$ cat config.mk
export PLATFORM = sky130hd
export DESIGN_NAME = wglt_ram
export DESIGN_NICKNAME = d
export VERILOG_FILES = /design/src/design/per_group_wait_latency_tracker_core_assert.svh /design/src/design/wglt_ram.sv
export SDC_FILE = /design/constraint.sdc
export NUM_CORES = 1
export LEC_CHECK = 0
export BUFFER_PORTS_ARGS = -buffer_cell sky130_fd_sc_hd__buf_2
export CORE_MARGIN = 2
export CORE_UTILIZATION = 30
export CTS_BUF_LIST = sky130_fd_sc_hd__clkbuf_4 sky130_fd_sc_hd__clkbuf_8
export CTS_CLUSTER_DIAMETER = 80
export DETAILED_ROUTE_END_ITERATION = 6
export PLACE_DENSITY = 0.49
export SYNTH_ARGS = -nofsm -noshare
export SYNTH_HDL_FRONTEND = slang
export SYNTH_SLANG_ARGS = --single-unit
$ cat constraint.sdc
create_clock -name clk -period 1.56 [get_ports clk]
set_input_delay 0.156 -clock clk [delete_from_list [all_inputs] [get_ports clk]]
set_output_delay 0.156 -clock clk [all_outputs]
set_load 0.01 [all_outputs]
$ cat src/design/per_group_wait_latency_tracker_core_assert.svh
// Assertion macros shared by the tracker RTL.
// Needs nothing else; files take it by include.
`ifndef PER_GROUP_WAIT_LATENCY_TRACKER_CORE_ASSERT_SVH
`define PER_GROUP_WAIT_LATENCY_TRACKER_CORE_ASSERT_SVH

// Same-cycle implication, disabled in reset.
`define WGLT_ASSERT_NOW(lbl, clk, rstn, ante, cons, msg) \
  lbl: assert property (@(posedge clk) disable iff (!rstn) (ante) |-> (cons)) else $error(msg);

// Next-cycle implication, disabled in reset.
`define WGLT_ASSERT_NXT(lbl, clk, rstn, ante, cons, msg) \
  lbl: assert property (@(posedge clk) disable iff (!rstn) (ante) |=> (cons)) else $error(msg);

`endif

$ cat src/design/wglt_ram.sv
// Generic single-write, single-read RAM with registered read data.
// Standalone; used for both tracker tables.
`default_nettype none
module wglt_ram #(
  parameter int WIDTH = 8,
  parameter int DEPTH = 16
) (
  input  wire logic                     clk,
  input  wire logic                     we,
  input  wire logic [$clog2(DEPTH)-1:0] waddr,
  input  wire logic [WIDTH-1:0]         wdata,
  input  wire logic [$clog2(DEPTH)-1:0] raddr,
  output logic      [WIDTH-1:0]         rdata
);
  logic [WIDTH-1:0] mem [DEPTH];

  always_ff @(posedge clk) begin
    if (we) begin
      mem[waddr] <= wdata;
    end
    rdata <= mem[raddr];
  end
endmodule
`default_nettype wire

==> flow_summary.ini <==
[clock_network]
cts_resized = 0
ctsHoldBuffers = 0
ctsLongestPathBuffers = 2
h-tree-depth = 4
cts-root-buf = clkbuf_8
cts_made_buffers = 17
path_clk_slew_ps = 70
postCtsSetupBuffers = 0
tritoncts = yes
clock_latency_ps = 440
cts_sinks = 136

[place]
dpl.cell_count = 488
post_dp_cell_area_mm2 = 0.00568
portBuffers = 25
hpwl_um = 6940
gp_congestion = 0.683

[finish]
mostFrequentLayoutCell = edfxtp_1
fin_area_mm2 = 0.00611
fillers = 1588
syn_to_final_growth_pct = 18.7
drive_gt1_share_pct = 33.0
nets = 305
most-common-layout-cells = edfxtp_1, buf_2, buf_4, mux4_2, clkbuf_8
layoutNonFillerInstCount = 520
diodes = 0
final_util_pct = 36.6

[sta]
worst_slew_pin_slew_ps = 747
hold_viol = 0
holdWs_ps = 99.4
worst_clock_skew_ps = 9.11
finalSetupViolations = 0
fmax_mhz = 717
fin_crit_ps = 1390
relSlewSlack_pct = 50.0
drv_slew = 0
rsz0062_at_grt = no
finalCritPeriodShare_pct = 89.4

[worst_setup_path]
crit_arrival_ps = 1720
r2r-start = mem[1][5]
reg2reg_depth = 3
crit_fanout = 1
worst_ep_required_time_ps = 1890
crit_type = reg2reg
r2r_end = rdata[5]
end_kind = flop
reg2reg_slack_ps = 170
cp-start-kind = flop

[yosys]
yosys_warnings = 0
synth_area_leader_cell = edfxtp_1
synth_cells = 229
synth-seq-cells = 136
ys_seq_area_share_pct = 77.8
syn_area_mm2 = 0.00515
synth_top_area_share_pct = 74.7
syn_nets = 247
yosys-top-cells-area = edfxtp_1, mux4_2, mux4_1, dfxtp_1, a22oi_1
ys_types = 19
synth.avg_cell_area_um2 = 22.5

[detailed_routing]
first_iter_violations = 208
drc = 0
drtPass1Iterations = 4
ant_nets = 0
avgRoutedWirePerCell_um = 20.1
vias = 2435
routed_wirelength_um = 10400
viasPerCell = 4.68

[grt]
grt_pass1_vias = 2602
grt_pass1_wl_um = 15700
antenna_found_initial = 0
grt_max_degree = 21
grt.total_usage_pct = 12.4
overflow = 0

[hold_path]
min_from = wdata[6]
hp-class = in2reg
hold-path-endpoint = mem[10][6]
hold_depth = 1

[pwr]
p_leak_nw = 2.05
p_per_area_mw_per_mm2 = 1240
peakVddDrop_mv = 0.539
power.total_mw = 7.57

[floorplanning]
rows = 47
die_y_um = 135
core-area_mm2 = 0.0167
die_w_um = 135
ios = 26
start_util_pct = 30.8
die_area_mm2 = 0.0182

[run]
cap_viol_max_count = 0

[status]
status = finished clean
-- power breakdown --
group,switching (mW),internal (mW)
sequential,0.0251,4.08
combinational,0.222,0.174
clock,1.30,1.77
total,1.55,6.02
-- sequential cells by signal (all words and copies together) (netlist names) --
signal / cells
mem: 128
rdata: 8
-- kinds of logic (layout without fill, tap and decap cells) --
family	Yosys count	after routing	synth area share (%)
multiplexers	32	32	15.0
AND/OR/NAND/NOR	35	35	3.18
buffers and inverters	10	81	1.68
AO/OA/AOI/OAI	16	16	2.33
flip-flops	136	136	77.8
-- metrics by stage --
step | setup WS, ps | TNS [ps]
global placement | -71.8 | -259
detailed placement | -82.8 | -280
CTS | 141 | 0
floorplan | 138 | 0
finish | 166 | 0
global route | 121 | 0
-- critical path, stage by stage, from the launching register on --
cell and delay (ps):
edfxtp_1 370, mux4_1 520, a22oi_1 310, nand2_1 90
-- routing by layer --
metal | track usage, % | vias up | share of wire, %
met5 | 0 | - | 0
met4 | 5.50 | 0 | 1.9
met3 | 3.68 | 18 | 3.9
met2 | 18.5 | 56 | 48
met1 | 16.8 | 1276 | 47
li1 | - | 1085 | -
-- Yosys cell counts, drive strengths merged --
cell type / count
edfxtp: 128
mux4: 32
a22oi: 16
nor2: 13
nand2: 9
dfxtp: 8
buf: 7
nor3: 4
clkdlybuf4s25: 3
nand2b: 2
nand3b: 2
and2: 1
and2b: 1
nand3: 1
nor2b: 1
or3b: 1
-- worst max path at each step --
| stage | start | to | slack (ps) | cells past startpoint |
|---|---|---|---|---|
| 2_1_floorplan | waddr[2] | mem[3][0] | 140 | 2 |
| 3_3_place_gp | raddr[0] | rdata[0] | -70 | 5 |
| 3_5_place_dp | raddr[0] | rdata[5] | -80 | 6 |
| 4_1_cts | mem[1][5] | rdata[5] | 140 | 3 |
| 5_1_grt | mem[6][1] | rdata[1] | 120 | 3 |
| 6_report | mem[1][5] | rdata[5] | 170 | 3 |
-- layout make-up --
class	instances	area, µm²	area share (%)
clock inverters	13	178	2.91
repair buffers	49	343	5.61
well taps	220	275	4.50
multi-input cells	83	1060	17.4
flip-flops and latches	136	4000	65.5
clock buffers	19	249	4.07
No activity file was read; power rests on OpenSTA's default activity.
